## src/design/sou_pkg.sv

```systemverilog
// sou_pkg: shared types and constants for the stack operator unit
// command and status codes, word structs, cell control struct; no dependencies
`timescale 1ns / 1ps
package sou_pkg;

    localparam int SOU_STACK_DEPTH = 64;

    typedef enum logic [4:0] {
        CMD_PUSH  = 5'd0,
        CMD_ADD   = 5'd1,
        CMD_SUB   = 5'd2,
        CMD_MUL   = 5'd3,
        CMD_DIV   = 5'd4,
        CMD_MOD   = 5'd5,
        CMD_EQ    = 5'd6,
        CMD_NEQ   = 5'd7,
        CMD_GT    = 5'd8,
        CMD_GE    = 5'd9,
        CMD_LT    = 5'd10,
        CMD_LE    = 5'd11,
        CMD_POP   = 5'd12,
        CMD_EXCH  = 5'd13,
        CMD_DUP   = 5'd14,
        CMD_INDEX = 5'd15,
        CMD_ROLL  = 5'd16
    } t_cmd;

    typedef enum logic [2:0] {
        ST_OK       = 3'd0,
        ST_UNDER    = 3'd1,
        ST_OVER     = 3'd2,
        ST_DIVZERO  = 3'd3,
        ST_BADCOUNT = 3'd4
    } t_status;

    typedef struct packed {
        logic [4:0]         command;
        logic signed [31:0] value;
    } t_in_word;

    typedef struct packed {
        logic [2:0]         status;
        logic signed [31:0] top_value;
        logic [6:0]         depth;
    } t_out_word;

    // data moves of one cell per cycle
    typedef enum logic [2:0] {
        DOP_HOLD    = 3'd0,
        DOP_SHIFTDN = 3'd1,
        DOP_SHIFTUP = 3'd2,
        DOP_UPLOAD  = 3'd3,
        DOP_LOAD0   = 3'd4,
        DOP_SWAP    = 3'd5,
        DOP_ROT     = 3'd6
    } t_data_op;

    typedef enum logic [1:0] {
        WOP_HOLD  = 2'd0,
        WOP_CLR   = 2'd1,
        WOP_SHIFT = 2'd2
    } t_win_op;

    typedef enum logic [1:0] {
        POP_HOLD  = 2'd0,
        POP_COPY  = 2'd1,
        POP_SHIFT = 2'd2
    } t_probe_op;

    typedef struct packed {
        t_data_op  data_op;
        t_win_op   win_op;
        t_probe_op probe_op;
    } t_cell_ctl;

endpackage

```

## src/design/sou_div.sv

```systemverilog
// sou_div: radix-2 restoring signed divider, one quotient bit per cycle
// truncating quotient, remainder follows the dividend sign; depends on sou_pkg
`timescale 1ns / 1ps
module sou_div import sou_pkg::*; (
    input  logic        i_clk,
    input  logic        i_rst_n,
    input  logic        i_start,
    input  logic [31:0] i_dividend,
    input  logic [31:0] i_divisor,
    output logic        o_busy,
    output logic [31:0] o_quot,
    output logic [31:0] o_rem
);

    logic [31:0] r_q;
    logic [31:0] r_r;
    logic [31:0] r_d;
    logic [4:0]  r_step;
    logic        r_busy;
    logic        r_negq, r_negr;
    logic [32:0] c_trial;
    logic [32:0] c_diff;

    assign c_trial = {r_r, r_q[31]};
    assign c_diff  = c_trial - {1'b0, r_d};

    always_ff @(posedge i_clk) begin
        if (!i_rst_n) begin
            r_busy <= 1'b0;
            r_step <= '0;
        end else if (i_start) begin
            r_busy <= 1'b1;
            r_step <= '0;
        end else if (r_busy) begin
            r_step <= r_step + 5'd1;
            if (r_step == 5'd31) r_busy <= 1'b0;
        end
    end

    always_ff @(posedge i_clk) begin
        if (i_start) begin
            r_q    <= i_dividend[31] ? (32'd0 - i_dividend) : i_dividend;
            r_d    <= i_divisor[31] ? (32'd0 - i_divisor) : i_divisor;
            r_r    <= '0;
            r_negq <= i_dividend[31] ^ i_divisor[31];
            r_negr <= i_dividend[31];
        end else if (r_busy) begin
            if (!c_diff[32]) begin
                r_r <= c_diff[31:0];
                r_q <= {r_q[30:0], 1'b1};
            end else begin
                r_r <= c_trial[31:0];
                r_q <= {r_q[30:0], 1'b0};
            end
        end
    end

    assign o_busy = r_busy;
    assign o_quot = r_negq ? (32'd0 - r_q) : r_q;
    assign o_rem  = r_negr ? (32'd0 - r_r) : r_r;

endmodule

```

## config.mk

```make
export PLATFORM = sky130hd
export DESIGN_NAME = sou_div
export DESIGN_NICKNAME = d
export VERILOG_FILES = /design/src/design/sou_pkg.sv /design/src/design/sou_div.sv
export SDC_FILE = /design/constraint.sdc
export NUM_CORES = 1
export LEC_CHECK = 0
export BUFFER_PORTS_ARGS = -buffer_cell sky130_fd_sc_hd__buf_4
export CORE_ASPECT_RATIO = 1.4
export CORE_UTILIZATION = 45
export CTS_BUF_LIST = sky130_fd_sc_hd__clkbuf_8
export DETAILED_ROUTE_END_ITERATION = 6
export GPL_TIMING_DRIVEN = 0
export PLACE_DENSITY = 0.66
export SYNTH_ARGS = -nofsm -noshare
export SYNTH_HDL_FRONTEND = slang
export SYNTH_SLANG_ARGS = --single-unit
```

## constraint.sdc

```tcl
create_clock -name i_clk -period 7.8 [get_ports i_clk]
set_clock_uncertainty 0.15 [all_clocks]
set_input_delay 0.78 -clock i_clk [delete_from_list [all_inputs] [get_ports i_clk]]
set_output_delay 0.78 -clock i_clk [all_outputs]
set_load 0.05 [all_outputs]
```

### Word level (Yosys, flattened, before mapping)

Index checks and enable logic that the tools add are counted.

| storage, ports and cells | value |
|---|---|
| register bits | 104 |
| latch bits | 0 |
| memory bits (writable) | 0 |
| ROM bits | 0 |
| input port bits | 67 |
| output and inout port bits | 65 |
| word-level logic and storage cells | 30 |
| memories kept | 0 |

| cells by class | value |
|---|---|
| add/sub/neg operators | 6 |
| multipliers | 0 |
| divide/modulo/power cells | 0 |
| $lt $le $gt $ge | 0 |
| equality and inequality tests | 1 |
| shift-type cells | 0 |
| mux-type cells | 11 |
| bitwise logic cells | 2 |
| reductions and logical operators | 2 |

Operators by type and width:

| cell | number |
|---|---|
| $mux 32 | 6 |
| $sub 1x32->32 const A | 4 |
| $sub 33x32->33 | 1 |
| $mux 31 | 1 |
| $add 5x1->5 const B | 1 |
| $eq 5x5->1 const B | 1 |
| $mux 1 | 4 |
| $reduce_bool 2->1 | 1 |
| $reduce_or 2->1 | 1 |
| $not 1->1 | 1 |
| $xor 1x1->1 | 1 |

### Longest topological paths before layout

| depth | value |
|---|---|
| word-level depth | 4 |
| mapped depth | 14 |
| mapped depth without buffers | 13 |

### Worst setup path before layout

OpenSTA, ideal clock, no wires.

| timing | value |
|---|---|
| kind | register -> output |
| from | reg r_q[10] |
| to | out o_quot[28] |
| arrival time | 3.115 ns |
| data required time | 6.870 ns |
| slack | 3.755 ns |
| cell stages (with the launch flop) | 9 |
| path buffers | 0 |
| path through | edfxtp_1 or4_4 nor4_4 nand3_2 or3_1 or4_1 or4_4 o31ai_4 xnor2_1 |

| on the way | value |
|---|---|
| cells in the longest elaborated chain, start to end | 2 |

Ends and longest elaborated chain:

| what | RTL line | RTL |
|---|---|---|
| from (decl) | sou_div.sv:15 | `logic [31:0] r_q;` |
| from (signal assigned) | sou_div.sv:42 | `r_q <= i_dividend[31] ? (32'd0 - i_dividend) : i_dividend;` |
| from (signal assigned) | sou_div.sv:50 | `r_q <= {r_q[30:0], 1'b1};` |
| from (signal assigned) | sou_div.sv:53 | `r_q <= {r_q[30:0], 1'b0};` |
| $sub 1x32->32 | sou_div.sv:59 | `assign o_quot = r_negq ? (32'd0 - r_q) : r_q;` |
| $mux 32 | sou_div.sv:59 |  |
| to (decl) | sou_div.sv:11 | `output logic [31:0] o_quot,` |

Every way passes these cells.

### Final worst setup path

| timing | value |
|---|---|
| from | reg r_r[2] |
| to | out o_rem[29] |

| on the way | value |
|---|---|
| cells in the longest elaborated chain, start to end | 2 |

Ends and longest elaborated chain:

| what | RTL line | RTL |
|---|---|---|
| from (decl) | sou_div.sv:16 | `logic [31:0] r_r;` |
| from (signal assigned) | sou_div.sv:49 | `r_r <= c_diff[31:0];` |
| from (signal assigned) | sou_div.sv:52 | `r_r <= c_trial[31:0];` |
| $sub 1x32->32 | sou_div.sv:60 | `assign o_rem = r_negr ? (32'd0 - r_r) : r_r;` |
| $mux 32 | sou_div.sv:60 |  |
| to (decl) | sou_div.sv:12 | `output logic [31:0] o_rem` |

Every way passes these cells.

==> flow_summary.ini <==
[outcome]
status = complete, no violations

[timing]
setup_tns_ns = 0
finalWorstPathRequiredPeriod_ns = 4.622
final_hold_violation_count = 0
post-route-period-util_pct = 59.25
hold_ws_ns = 0.3658
grt_setup_unrepaired = false
timing.max_slew.rel_slack_pct = 46.28
timing.fmax_mhz = 216.4
tightest_slew_ns = 0.8059
setup_viol = 0
final.setup.worst_slack_ns = 3.178
report.final.slew_viol_count = 0

[synth]
predominant_post_synthesis_flop_cell = edfxtp_1
cell_types_occupying_the_most_area_after_synthesis = edfxtp_1 (24%), xnor2_1 (11%), dfxtp_1 (9.2%)
post-synth-top-area-fraction_pct = 24.04
synthArstFlopShare_pct = 0
syn-num-nets = 1028
synth_enable_flop_cells = 66
synth.yosys.warnings = 0
cell_count_after_synthesis = 922
ys_seq_area_share_pct = 33.26
avgSynthCellArea_um2 = 8.943
ys_seq_elements = 104
ys_types = 68
synth_top_area_cell = edfxtp_1
netlist_area_um2 = 8245

[hold_path]
holdPathStages = 2
min_from = r_step[4]$_SDFFE_PP0P_
hold_path_end = r_step[4]$_SDFFE_PP0P_
worst_hold_path_type = flip-flop to flip-flop

[routing]
ant_nets = 0
wirelength_mm = 20.95
vias_per_cell = 5.445
detailroute.via_count = 7122
drt_first_iter_violations = 388
wl_per_cell_um = 16.01
post_route_drc = 0
drt_first_pass_iters = 5

[die]
core.rowCount = 58
core_area_um2 = 17920
die_height_um = 162.2
die_area_um2 = 18880
x_dimension_of_the_die_um = 116.4
num_io_pins = 132
floorplan.initialDensity_pct = 46.00

[worst_setup_path]
endpoint_kind = primary output
timing.critical_path.from_type = flip-flop
number_of_cells_on_the_worst_reg_to_reg_path = 14
timing.critical_path.cells = buf_2 -> nor4_2 -> nand4_1 -> or3_1 -> or3_1 -> or4_1 -> o41ai_2 -> xnor2_1 -> buf_4
worst-endpoint-arrival_ns = 3.69
crit_top_cell = or3_1
r2r-end = r_r[0]$_SDFFE_PP0P_
critical_setup_path_kind = flip-flop to primary output
reg2reg_setup_slack_ns = 3.48
worstReg2RegStart = r_q[31]$_DFFE_PP_
worst_path_largest_cell_delay_ns = 0.55
worst_ep_required_time_ns = 6.87
path_max_fanout = 7
critPathSlowestCell = nor4_2

[finish]
utilization_pct = 54.29
layout_common_cells = buf_4 (135), xnor2_1 (105), nor2_1 (86), edfxtp_1 (66), nand2_1 (59)
mostFrequentLayoutCell = buf_4
postLayoutCellArea_um2 = 9731
final-instance-count-excl-fill = 1308
fillers = 1708
nNetsFinal = 1170
layout-area-overhead-vs-synth_pct = 18.01
final_layout_size_suffix_gt1_share_pct = 16.39
antenna-diode-count = 0

[placed_design]
place.detailed.instances = 1293
dpl-instance-area_um2 = 9529
gp_congestion = 0.8309
io_buffers = 131
dp_hpwl_mm = 16.91
preCtsSetupSlack_ns = 3.479

[power]
power_leakage_nw = 3.835
power-per-cell-area_nw_per_um2 = 220.2
power.total_mw = 2.143
vdd_ir_drop_max_uv = 115.6

[grt]
groute.usage.overall_pct = 22.31
grt_pass1_wl_mm = 32.67
grt_max_degree = 41
grt_remaining_overflow = 0
number_of_antenna_violations_at_the_first_check_in_global_routing = 0
first_global_vias = 6699

[cts]
tritoncts = yes
cts_hold_buf = 0
cts_htree_levels = 3
tritoncts.num_buffers = 9
clock_tree.buffer_depth = 2
cts-resized-gates = 0
cts.root.buffer_cell = clkbuf_8
clkLatencyLatePin_ns = 0.39
post-cts-setup-buffers = 0
clock_sink_count = 104
clk_pin_slew_worst_paths_ns = 0.10

[run]
cap_violations = 0
Yosys cell counts (3+ instances only):
cell type	number
inv_1	48
dfxtp_1	38
edfxtp_1	66
o21ai_1	3
and3_1	4
buf_4	4
o41ai_1	11
mux2i_1	29
nand2b_1	10
xor2_1	45
o21ai_0	53
o21a_1	6
or4_4	3
nor3b_1	5
nand4_1	13
clkbuf_1	33
or3_1	29
o21bai_1	3
o31ai_4	3
or2_2	5
nand3_1	6
nor3_1	10
o22ai_1	3
ha_1	38
o31ai_1	33
a21o_1	15
xnor2_1	105
a211oi_1	28
nor4_1	5
buf_1	5
nor2_1	86
nor2b_1	5
a21boi_0	3
nand2_1	59
or4_1	12
a21oi_1	57
o41ai_2	3
cells by family after synthesis:
| kind of cell | synth area share, % |
|---|---|
| XOR/XNOR | 16.27 |
| multiplexers | 3.657 |
| AO/OA/AOI/OAI | 19.85 |
| flip-flops | 33.26 |
| AND/OR/NAND/NOR | 16.56 |
| adder cells (fa/ha/maj) | 6.009 |
| buffers and inverters | 4.401 |
registers in the layout (all words and copies together) (netlist names):
signal  flops
r_step      5
r_q        32
o_busy      1
r_negq      1
r_negr      1
r_r        32
r_d        32
layout make-up:
class | instances | area (um2) | share of cell area [%]
multi-input cells | 726 | 5140 | 52.82
flip-flops and latches | 104 | 2743 | 28.19
repair buffers | 131 | 983.4 | 10.11
well taps | 240 | 300.3 | 3.086
plain buffers | 44 | 182.7 | 1.877
inverters | 48 | 180.2 | 1.852
clock buffers | 9 | 123.9 | 1.273
clock inverters | 6 | 77.57 | 0.7972
how the worst max path moves through the flow:
stage | from | end | slack (ns)
after global placement | r_q[31]$_DFFE_PP_ | r_r[7]$_SDFFE_PP0P_ | 3.48
final | r_r[2]$_SDFFE_PP0P_ | o_rem[29] | 3.18
after CTS | r_r[2]$_SDFFE_PP0P_ | o_rem[29] | 3.16
after floorplan | r_q[10]$_DFFE_PP_ | o_quot[28] | 3.76
after detailed placement | r_q[31]$_DFFE_PP_ | r_r[0]$_SDFFE_PP0P_ | 3.48
after global routing | r_r[2]$_SDFFE_PP0P_ | o_rem[29] | 2.93
worst max-delay path: cells and delay by family, from the launching register on:
kind            cells  cell delay, ns
flops               1            0.33
compound gates      1            0.29
simple gates        5            2.15
xor+xnor            1            0.16
buf+inv             2            0.38
power by group:
group | internal [mW] | total, mW | switching [mW]
Combinational | 0.387 | 1.05 | 0.667
Sequential | 0.654 | 0.725 | 0.0706
Clock | 0.176 | 0.364 | 0.188
Total | 1.22 | 2.14 | 0.926
layer usage:
metal,part of all wire [%],up-vias,GRT usage (%)
li1,-,3641,-
met1,41,3312,24.77
met2,55,145,43.14
met3,2.7,24,1.493
met4,2.1,0,8.333
met5,0,-,0
(Power assumes the default switching activity.)
