$ cat src/design/sou_pkg.sv
// sou_pkg: shared types and constants for the stack operator unit
// command and status codes, word structs, cell control struct; no dependencies
`timescale 1ns / 1ps
package sou_pkg;

    localparam int SOU_STACK_DEPTH = 64;

    typedef enum logic [4:0] {
        CMD_PUSH  = 5'd0,
        CMD_ADD   = 5'd1,
        CMD_SUB   = 5'd2,
        CMD_MUL   = 5'd3,
        CMD_DIV   = 5'd4,
        CMD_MOD   = 5'd5,
        CMD_EQ    = 5'd6,
        CMD_NEQ   = 5'd7,
        CMD_GT    = 5'd8,
        CMD_GE    = 5'd9,
        CMD_LT    = 5'd10,
        CMD_LE    = 5'd11,
        CMD_POP   = 5'd12,
        CMD_EXCH  = 5'd13,
        CMD_DUP   = 5'd14,
        CMD_INDEX = 5'd15,
        CMD_ROLL  = 5'd16
    } t_cmd;

    typedef enum logic [2:0] {
        ST_OK       = 3'd0,
        ST_UNDER    = 3'd1,
        ST_OVER     = 3'd2,
        ST_DIVZERO  = 3'd3,
        ST_BADCOUNT = 3'd4
    } t_status;

    typedef struct packed {
        logic [4:0]         command;
        logic signed [31:0] value;
    } t_in_word;

    typedef struct packed {
        logic [2:0]         status;
        logic signed [31:0] top_value;
        logic [6:0]         depth;
    } t_out_word;

    // data moves of one cell per cycle
    typedef enum logic [2:0] {
        DOP_HOLD    = 3'd0,
        DOP_SHIFTDN = 3'd1,
        DOP_SHIFTUP = 3'd2,
        DOP_UPLOAD  = 3'd3,
        DOP_LOAD0   = 3'd4,
        DOP_SWAP    = 3'd5,
        DOP_ROT     = 3'd6
    } t_data_op;

    typedef enum logic [1:0] {
        WOP_HOLD  = 2'd0,
        WOP_CLR   = 2'd1,
        WOP_SHIFT = 2'd2
    } t_win_op;

    typedef enum logic [1:0] {
        POP_HOLD  = 2'd0,
        POP_COPY  = 2'd1,
        POP_SHIFT = 2'd2
    } t_probe_op;

    typedef struct packed {
        t_data_op  data_op;
        t_win_op   win_op;
        t_probe_op probe_op;
    } t_cell_ctl;

endpackage

$ cat src/design/sou_cell.sv
// sou_cell: one stack entry with its probe copy and roll window bit
// depends on sou_pkg
`timescale 1ns / 1ps
module sou_cell import sou_pkg::*; (
    input  logic        i_clk,
    input  t_cell_ctl   i_ctl,
    input  logic        i_is_top,
    input  logic        i_is_second,
    input  logic [31:0] i_above_data,
    input  logic [31:0] i_below_data,
    input  logic [31:0] i_top_data,
    input  logic        i_above_win,
    input  logic        i_below_win,
    input  logic [31:0] i_below_probe,
    output logic [31:0] o_data,
    output logic        o_win,
    output logic [31:0] o_probe
);

    logic [31:0] r_data, n_data;
    logic        r_win, n_win;
    logic [31:0] r_probe, n_probe;

    always_comb begin
        n_data = r_data;
        case (i_ctl.data_op)
            DOP_SHIFTDN: n_data = i_above_data;
            DOP_SHIFTUP: n_data = i_below_data;
            DOP_UPLOAD:  n_data = i_is_top ? i_above_data : i_below_data;
            DOP_LOAD0:   if (i_is_top) n_data = i_above_data;
            DOP_SWAP: begin
                if (i_is_top) n_data = i_below_data;
                else if (i_is_second) n_data = i_above_data;
            end
            DOP_ROT: begin
                // last cell of the window wraps around to the old top
                if (r_win) n_data = i_below_win ? i_below_data : i_top_data;
            end
            default: n_data = r_data;
        endcase
    end

    always_comb begin
        case (i_ctl.win_op)
            WOP_CLR:   n_win = 1'b0;
            WOP_SHIFT: n_win = i_above_win;
            default:   n_win = r_win;
        endcase
        case (i_ctl.probe_op)
            POP_COPY:  n_probe = r_data;
            POP_SHIFT: n_probe = i_below_probe;
            default:   n_probe = r_probe;
        endcase
    end

    always_ff @(posedge i_clk) begin
        r_data  <= n_data;
        r_win   <= n_win;
        r_probe <= n_probe;
    end

    assign o_data  = r_data;
    assign o_win   = r_win;
    assign o_probe = r_probe;

endmodule

$ cat config.mk
export PLATFORM = sky130hd
export DESIGN_NAME = sou_cell
export DESIGN_NICKNAME = d
export VERILOG_FILES = /design/src/design/sou_pkg.sv /design/src/design/sou_cell.sv
export SDC_FILE = /design/constraint.sdc
export NUM_CORES = 1
export LEC_CHECK = 0
export BUFFER_PORTS_ARGS = -buffer_cell sky130_fd_sc_hd__buf_2
export CAP_MARGIN = 5
export CORE_UTILIZATION = 40
export CTS_BUF_LIST = sky130_fd_sc_hd__clkbuf_4
export DETAILED_ROUTE_END_ITERATION = 16
export PLACE_DENSITY = 0.78
export SLEW_MARGIN = 20
export SYNTH_ARGS = -nofsm -noshare
export SYNTH_HDL_FRONTEND = slang
export SYNTH_SLANG_ARGS = --single-unit
export TNS_END_PERCENT = 10
$ cat constraint.sdc
create_clock -name i_clk -period 1.56 [get_ports i_clk]
set_input_delay 0.078 -clock i_clk [delete_from_list [all_inputs] [get_ports i_clk]]
set_output_delay 0.078 -clock i_clk [all_outputs]
set_load 0.02 [all_outputs]
# After elaboration in Yosys (flattened, before gate mapping)
# Index checks and enable logic that the tools add are counted.
classes:
  add_sub_neg: 0
  multipliers: 0
  n_div: 0
  order_cmp: 0
  n_eq_ne: 13
  shift: 0
  n_mux: 9
  bitwise_logic: 0
  n_reduce_logical: 4
op_table:
  columns: ["operator", "count"]
  rows:
  - ["$mux W32", 6]
  - ["$pmux W32 S6", 1]
  - ["$pmux W32 S2", 1]
  - ["$eq A3 B3 Y1 const B", 3]
  - ["$eq A3 B2 Y1 const B", 2]
  - ["$reduce_bool A6 Y1", 1]
  - ["$eq A2 B1 Y1 const B", 2]
  - ["$eq A2 B2 Y1 const B", 2]
  - ["$ne A2 B2 Y1 const B", 2]
  - ["$reduce_and A4 Y1", 1]
  - ["$reduce_bool A2 Y1", 2]
  - ["$eq A3 B1 Y1 const B", 1]
  - ["$ne A3 B3 Y1 const B", 1]
  - ["$pmux W1 S2", 1]
word_totals:
  regBits: 65
  latchBits: 0
  mem_bits_rw: 0
  romBits: 0
  input_bits: 140
  output_inout_bits: 65
  word_cells: 29
  n_memories: 0

# Depth between registers and ports, before layout
# Gate-level depths: netlist of the first run.
depth:
  word_depth: 3
  depth_mapped: 5
  ltp_nobuf: 3

# Worst setup path before layout of the first run
# No wires, ideal clock.
synth_path:
  path_kind: "register to register"
  startpoint: "reg r_win, in the netlist o_win"
  endpoint: "reg r_data[0], in the netlist o_data[0], enable pin"
  setup_ns: 0.392
  arrival_ns: 1.470
  t_required_ns: 1.168
  setup_slack_ns: -0.301
  stages_incl_launch_ff: 4
  path_buffers: 0
  synth_period_minus_slack_ns: 1.861
  cell_sequence: "edfxtp_1 > inv_1 > o21ai_0 > a221o_1"
synth_via:
  elab_chain_len: 2
synth_lines:
  columns: ["element", "line", "rtl"]
  rows:
  - ["start, declared", "sou_cell.sv:21", "logic r_win, n_win;"]
  - ["start signal, assigned", "sou_cell.sv:58", "r_win <= n_win;"]
  - ["$ne A2 B2 Y1 (no line)", null, null]
  - ["$reduce_and A4 Y1 (no line)", null, null]
  - ["end signal, assigned", "sou_cell.sv:57", "r_data <= n_data;"]
  - ["end, declared", "sou_cell.sv:20", "logic [31:0] r_data, n_data;"]
# No other way between the ends.
# A chain may end at the register's enable or synchronous reset.

# Worst setup path after layout of the first run
layout_path:
  startpoint: "reg r_win, in the netlist o_win"
  endpoint: "reg r_data[1], in the netlist o_data[1], enable pin"
# The elaborated chain is that of the path after synthesis.

==> results of run 1 <==
==> layer usage <==
layer  part of all wire  up-vias  wire length (um)  global-route usage
li1                   -     1545                 -                   -
met1               0.36     1553              3950               0.264
met2               0.55      174              6040               0.468
met3              0.061       33               674              0.0413
met4              0.037        0               411               0.131
met5                  0        -                 0                   0
==> power by group through the flow <==
stage / Sequential [uW] / Clock, uW / Combinational [uW]
after floorplan: 2570 / 0 / 399
after global placement: 2310 / 0 / 1140
after detailed placement: 2320 / 0 / 1170
after CTS: 2280 / 1320 / 1360
after global routing: 2300 / 1380 / 1460
final: 2280 / 1290 / 1380
==> cells by family (layout without fill, tap and decap cells) <==
logic type                 count (synthesis)  in the layout  synth area share
muxes                                     65             65             0.207
adders and majority gates                  2              2           0.00743
AOI/OAI and AO/OA                         40             40             0.111
DFF                                       65             65             0.579
buffers and inverters                     24            327            0.0375
and+or+nand+nor                           42             42            0.0583
==> critical path: stages, from the launching register on <==
cell      delay [ps]
edfxtp_1         410
inv_1             70
o21ai_0           70
a221o_2          360
buf_12           190
==> per-stage QoR <==
stage	worst slack [ps]	power (uW)	hold WS, ps	utilization	area [um2]
final	212	4940	58.5	0.692	5660
after CTS	198	4960	26.9	0.692	5660
after detailed placement	18.0	3490	372	0.556	4550
after floorplan	35.0	2970	282	-	3370
after global routing	132	5140	51.2	0.692	5660
after global placement	141	3450	362	0.556	4550
==> area by class of cell <==
cell class,instances,share of cell area
clock buffers,10,0.0133
clock inverters,6,0.0146
inverters,5,0.00332
multi-input cells,149,0.230
flip-flops and latches,65,0.345
well taps,105,0.0232
repair buffers,306,0.371
==> worst max path at each step <==
stage	from	endpoint	slack, ps	depth (start not counted)
floorplan	o_win	o_data[0]	40	3
global placement	i_ctl[6]	o_data[12]	140	5
detailed placement	i_ctl[6]	o_data[25]	20	5
CTS	o_win	o_data[1]	200	4
global route	o_win	o_data[31]	130	4
finish	o_win	o_data[1]	210	4
==> sequential cells by signal, indices dropped and copies added, names as in the netlist <==
name / cells
o_probe: 32
o_data: 32
o_win: 1
==> synth_stat cells (3+ instances only) <==
library cell / instances
buf_2: 11
nor2_1: 31
mux2_1: 6
clkbuf_1: 5
a221o_1: 32
inv_1: 5
o21ai_0: 3
edfxtp_1: 65
mux2_2: 26
mux2i_1: 32
buf_6: 3
==> out/metrics.csv, run 1 <==
stage,metric,value,unit
status,status,"finished, final reports clean",
power,Clock Power Share,0.261,
synthesis,async set-reset flop share out of synthesis,0,
power,Sw Ratio,0.287,
cells_and_area,Fill cells,589,
die,Die Wd,93.8,um
detailed_routing,WL per Instance,17.2,um
cells_and_area,fin nets,678,
power,sequential share of power,0.461,
timing,slew margin rel.,0.750,
critical_path,FF-to-FF End,o_data[1],
cts,# hold bufs at CTS,95,
global_route,pin count of the biggest net entering global routing,33,
job,max cap viols,0,
cts,CTS Buffer Depth,2,
hold_path,Worst Hold Depth,3,
timing,final hold vios,0,
die,die height,93.8,um
timing,fin crit period,1350,ps
detailed_routing,detailed-route DRC error count,0,
hold_path,HP Start,i_below_data[4],
cts,CTS tree,done,
critical_path,Worst Setup End Kind,flop,
cells_and_area,layout cells sized above 1,0.473,
critical_path,Critical Path Start Type,flop,
cts,worst skew pair latency,400,ps
synthesis,share of the synthesized area in the top cell type,0.579,
synthesis,post-synthesis cell area,3370,um2
timing,RSZ-0062 raised after global routing,no,
timing,Post-Route Setup TNS,0,ps
synthesis,"EDFF count, synth",65,
hold_path,Hold Path Class,input port to flop,
cells_and_area,Area Growth Syn to Fin,68.0,%
timing,Fmax,0.742,GHz
detailed_routing,via count,3305,
die,full die area,8790,um2
cts,clock-pin slew on the worst setup and hold paths,110,ps
critical_path,Reg2Reg Depth,4,
critical_path,"Arr. time, crit path",1500,ps
cts,CTS Root Cell,clkbuf_4,
power,LEAKAGE,0.00257,uW
synthesis,synthesized net count,380,
die,row count,33,
placement,Inst Count DP,535,
detailed_routing,Routed Antenna Nets,0,
cts,H-tree levels,3,
cells_and_area,final non-filler cell total,646,
cts,TritonCTS Buffers,9,
timing,Worst-Margin Slew,375,ps
cells_and_area,Sequential Area,1950,um2
cts,# Post-CTS Setup Buffers,0,
detailed_routing,1st-iter DRT viols,117,
die,Ports,205,
global_route,grt ovf,0,
power,combinational power share,0.278,
power,internal power,3520,uW
critical_path,crit path kind,flop to flop,
detailed_routing,WL final,11.1,mm
global_route,GRT Total Usage,0.249,
hold_path,hold path endpoint,o_data[4],
cells_and_area,Multi-input gate area,1300,um2
critical_path,Critical Path Fanout Max,32,
global_route,first-pass GRT wire length,16.4,mm
placement,HPWL Detailed,6.84,mm
power,Switch Pwr,1420,uW
critical_path,WP data required,1710,ps
synthesis,synthesized flop and latch total,65,
cells_and_area,highest-count cells in the layout ignoring fill and taps,"buf_2 (204), dlygate4sd3_1 (95), edfxtp_1 (65)",
cts,clk sink count,65,
timing,max-slew violations,0,
placement,Port Buffers,204,
synthesis,Synth Flop Type,edfxtp_1,
global_route,initial antenna violation count,0,
global_route,vias in the first global route,3423,
synthesis,Synth warnings,0,
timing,Worst Skew,7.99,ps
die,initial core utilization,0.412,
cts,Post-CTS Resized,0,
synthesis,post-synth top area cell,edfxtp_1,
die,Core ar.,8180,um2
synthesis,post-synth cell types,27,
detailed_routing,First-pass DRT Iterations,5,
critical_path,FF-to-FF setup slack,210,ps
power,peak supply drop,429,uV
synthesis,ranking of synthesized cells by area,"edfxtp_1 (58%), a221o_1 (9.5%), mux2i_1 (9.5%)",
timing,endpoints failing setup,0,
synthesis,syn avg cell area,14.2,um2
power,P per Cell Area,874,nW/um2
critical_path,reg2reg start,o_win,
cells_and_area,# diodes,0,
detailed_routing,Vias/cell,5.12,
synthesis,Cells after Synth,238,
timing,"Period Utilization, post-route",0.864,
placement,Final GP Congestion,0.848,
cells_and_area,"commonest non-fill, non-tap cell in the layout",buf_2,
synthesis,post-synthesis sequential area ratio,0.579,
Note: power is estimated with default switching activity, not from simulation.
==> run 2: changes to the inputs <==
CORE_ASPECT_RATIO = 0.9   (was unset)
CORE_UTILIZATION = 48   (was 40)
PLACE_DENSITY = 0.88   (was 0.78)
clock period = 1.61 ns   (was 1.56 ns; I/O delays follow)
==> out/metrics.csv, run 2 (synthesis gave the netlist of run 1 again) <==
stage,metric,value,unit,change
global_route,GRT Total Usage,0.301,,was 0.249
critical_path,reg2reg start,o_win,,unchanged
detailed_routing,detailed-route DRC error count,0,,unchanged
die,Ports,205,,unchanged
critical_path,"Arr. time, crit path",1780,ps,was 1500 ps
cts,clk sink count,65,,unchanged
status,failing checks,setup timing,,
critical_path,FF-to-FF setup slack,210,ps,about the same
global_route,grt ovf,0,,unchanged
cells_and_area,Area Growth Syn to Fin,63.3,%,was 68.0%
cells_and_area,"commonest non-fill, non-tap cell in the layout",buf_2,,unchanged
detailed_routing,First-pass DRT Iterations,4,,was 5
power,peak supply drop,431,uV,was 429 uV
detailed_routing,1st-iter DRT viols,184,,was 117
cts,TritonCTS Buffers,9,,unchanged
timing,Fmax,0.616,GHz,
cells_and_area,fin nets,663,,was 678
die,die height,81.5,um,was 93.8 um
cells_and_area,final non-filler cell total,617,,was 646
placement,HPWL Detailed,6.74,mm,was 6.84 mm
timing,Worst Skew,16.3,ps,was 7.99 ps
die,Core ar.,6690,um2,was 8180 um2
job,max cap viols,0,,unchanged
timing,fin crit period,1620,ps,
die,initial core utilization,0.503,,was 0.412
cts,clock-pin slew on the worst setup and hold paths,110,ps,about the same
critical_path,crit path kind,input port to flop,,was flop to flop
hold_path,HP Start,i_below_data[5],,was i_below_data[4]
placement,Final GP Congestion,0.854,,was 0.848
detailed_routing,Routed Antenna Nets,0,,unchanged
die,Die Wd,90.3,um,was 93.8 um
placement,Port Buffers,204,,unchanged
cts,worst skew pair latency,390,ps,was 400 ps
critical_path,Critical Path Fanout Max,2,,was 32
timing,fin worst setup slack,-14.6,ps,was 212 ps
hold_path,Hold Path Class,input port to flop,,unchanged
detailed_routing,via count,3338,,was 3305
cts,CTS Buffer Depth,2,,unchanged
placement,Inst Count DP,519,,was 535
detailed_routing,WL per Instance,18.4,um,was 17.2 um
cts,H-tree levels,3,,unchanged
power,P per Cell Area,872,nW/um2,was 874 nW/um2
critical_path,Critical Path Start Type,input port,,was flop
critical_path,Worst Setup SP,i_below_data[6],,was o_win
cts,CTS tree,done,,unchanged
global_route,initial antenna violation count,0,,unchanged
critical_path,WP data required,1760,ps,was 1710 ps
global_route,first-pass GRT wire length,16.6,mm,was 16.4 mm
die,full die area,7360,um2,was 8790 um2
critical_path,Worst Setup End Kind,flop,,unchanged
cells_and_area,highest-count cells in the layout ignoring fill and taps,"buf_2 (204), dlygate4sd3_1 (81), edfxtp_1 (65)",,"was buf_2 (204), dlygate4sd3_1 (95), edfxtp_1 (65)"
timing,RSZ-0062 raised after global routing,yes,,was no
cells_and_area,Final Core Density,0.822,,was 0.692
timing,slew margin rel.,0.752,,was 0.750
timing,"Period Utilization, post-route",1.01,,
global_route,vias in the first global route,3428,,was 3423
detailed_routing,WL final,11.4,mm,was 11.1 mm
detailed_routing,Vias/cell,5.41,,was 5.12
cells_and_area,layout cells sized above 1,0.487,,was 0.473
cts,CTS Root Cell,clkbuf_4,,unchanged
global_route,pin count of the biggest net entering global routing,33,,unchanged
status,status,finished with violations,,"was finished, final reports clean"
timing,final hold vios,0,,unchanged
cells_and_area,Fill cells,374,,was 589
power,LEAKAGE,0.00252,uW,was 0.00257 uW
die,row count,28,,was 33
timing,max-slew violations,0,,unchanged
timing,endpoints failing setup,3,,was 0
timing,Worst-Margin Slew,372,ps,was 375 ps
[run 2: changes by cell type in the layout (fill, tap and decap cells not counted), sizes merged]
cell	before	now
dlygate4sd3	95	81
buf	211	210
diode	0	1
[run 2: routing by layer]
layer  vias up  wire length [um]  track usage
met2       190              6280        0.578
met1      1588              4090        0.317
li1       1521                 -            -
met5         -                 0            0
met3        39               578       0.0574
met4         0               422        0.169
[run 2: final cells by class]
type / instances / area [um2] / area share
multi-input combinational: 149 / 1310 / 0.237
sequential: 65 / 1950 / 0.355
clock inverter: 6 / 82.6 / 0.0150
timing repair buffer: 291 / 1950 / 0.355
antenna: 1 / 2.50 / 0.000455
clock buffer: 10 / 75.1 / 0.0136
inverter: 5 / 18.8 / 0.00341
tap: 90 / 113 / 0.0205
[run 2: through the flow]
| step | area, um2 | total power, uW | setup WS [ps] | TNS (ps) | hold slack (ps) |
|---|---|---|---|---|---|
| after floorplan | 3370 | 2880 | 85.0 | 0 | 284 |
| after global placement | 4520 | 3330 | 189 | 0 | 363 |
| after detailed placement | 4520 | 3370 | 80.5 | 0 | 369 |
| after CTS | 5500 | 4770 | 14.1 | 0 | 0.873 |
| after global routing | 5500 | 4970 | -8.79 | -8.79 | 1.19 |
| final | 5500 | 4800 | -14.6 | -18.7 | 18.4 |
[run 2: worst max-delay path, cell delays in order]
cell           delay (ps)
dlygate4sd3_1         550
buf_2                 140
mux2i_1               120
nor2_1                 60
a221o_1               270
dlygate4sd3_1         560
[run 2: where the power goes]
group / total, uW / internal (uW) / switching [uW] / leakage [uW]
registers: 2220 / 2130 / 85.7 / 0.000647
clock network: 1220 / 641 / 584 / 0.0000878
logic: 1360 / 655 / 703 / 0.00178
[run 2: path summary, 6_finish.rpt]
path                               endpoint  depth (start not counted)
worst max-delay path              o_data[6]                          6
worst min-delay path              o_data[5]                          2
worst max register to register   o_data[31]                          4
worst min register to register  o_probe[26]                          1
[run 2: what timing repair did]
action                                 CTS  global route
buffers inserted                         0             0
setup endpoints to repair                0            20
gates resized for setup                  0             2
hold buffers                            82             0
endpoints found under the hold margin   58             0
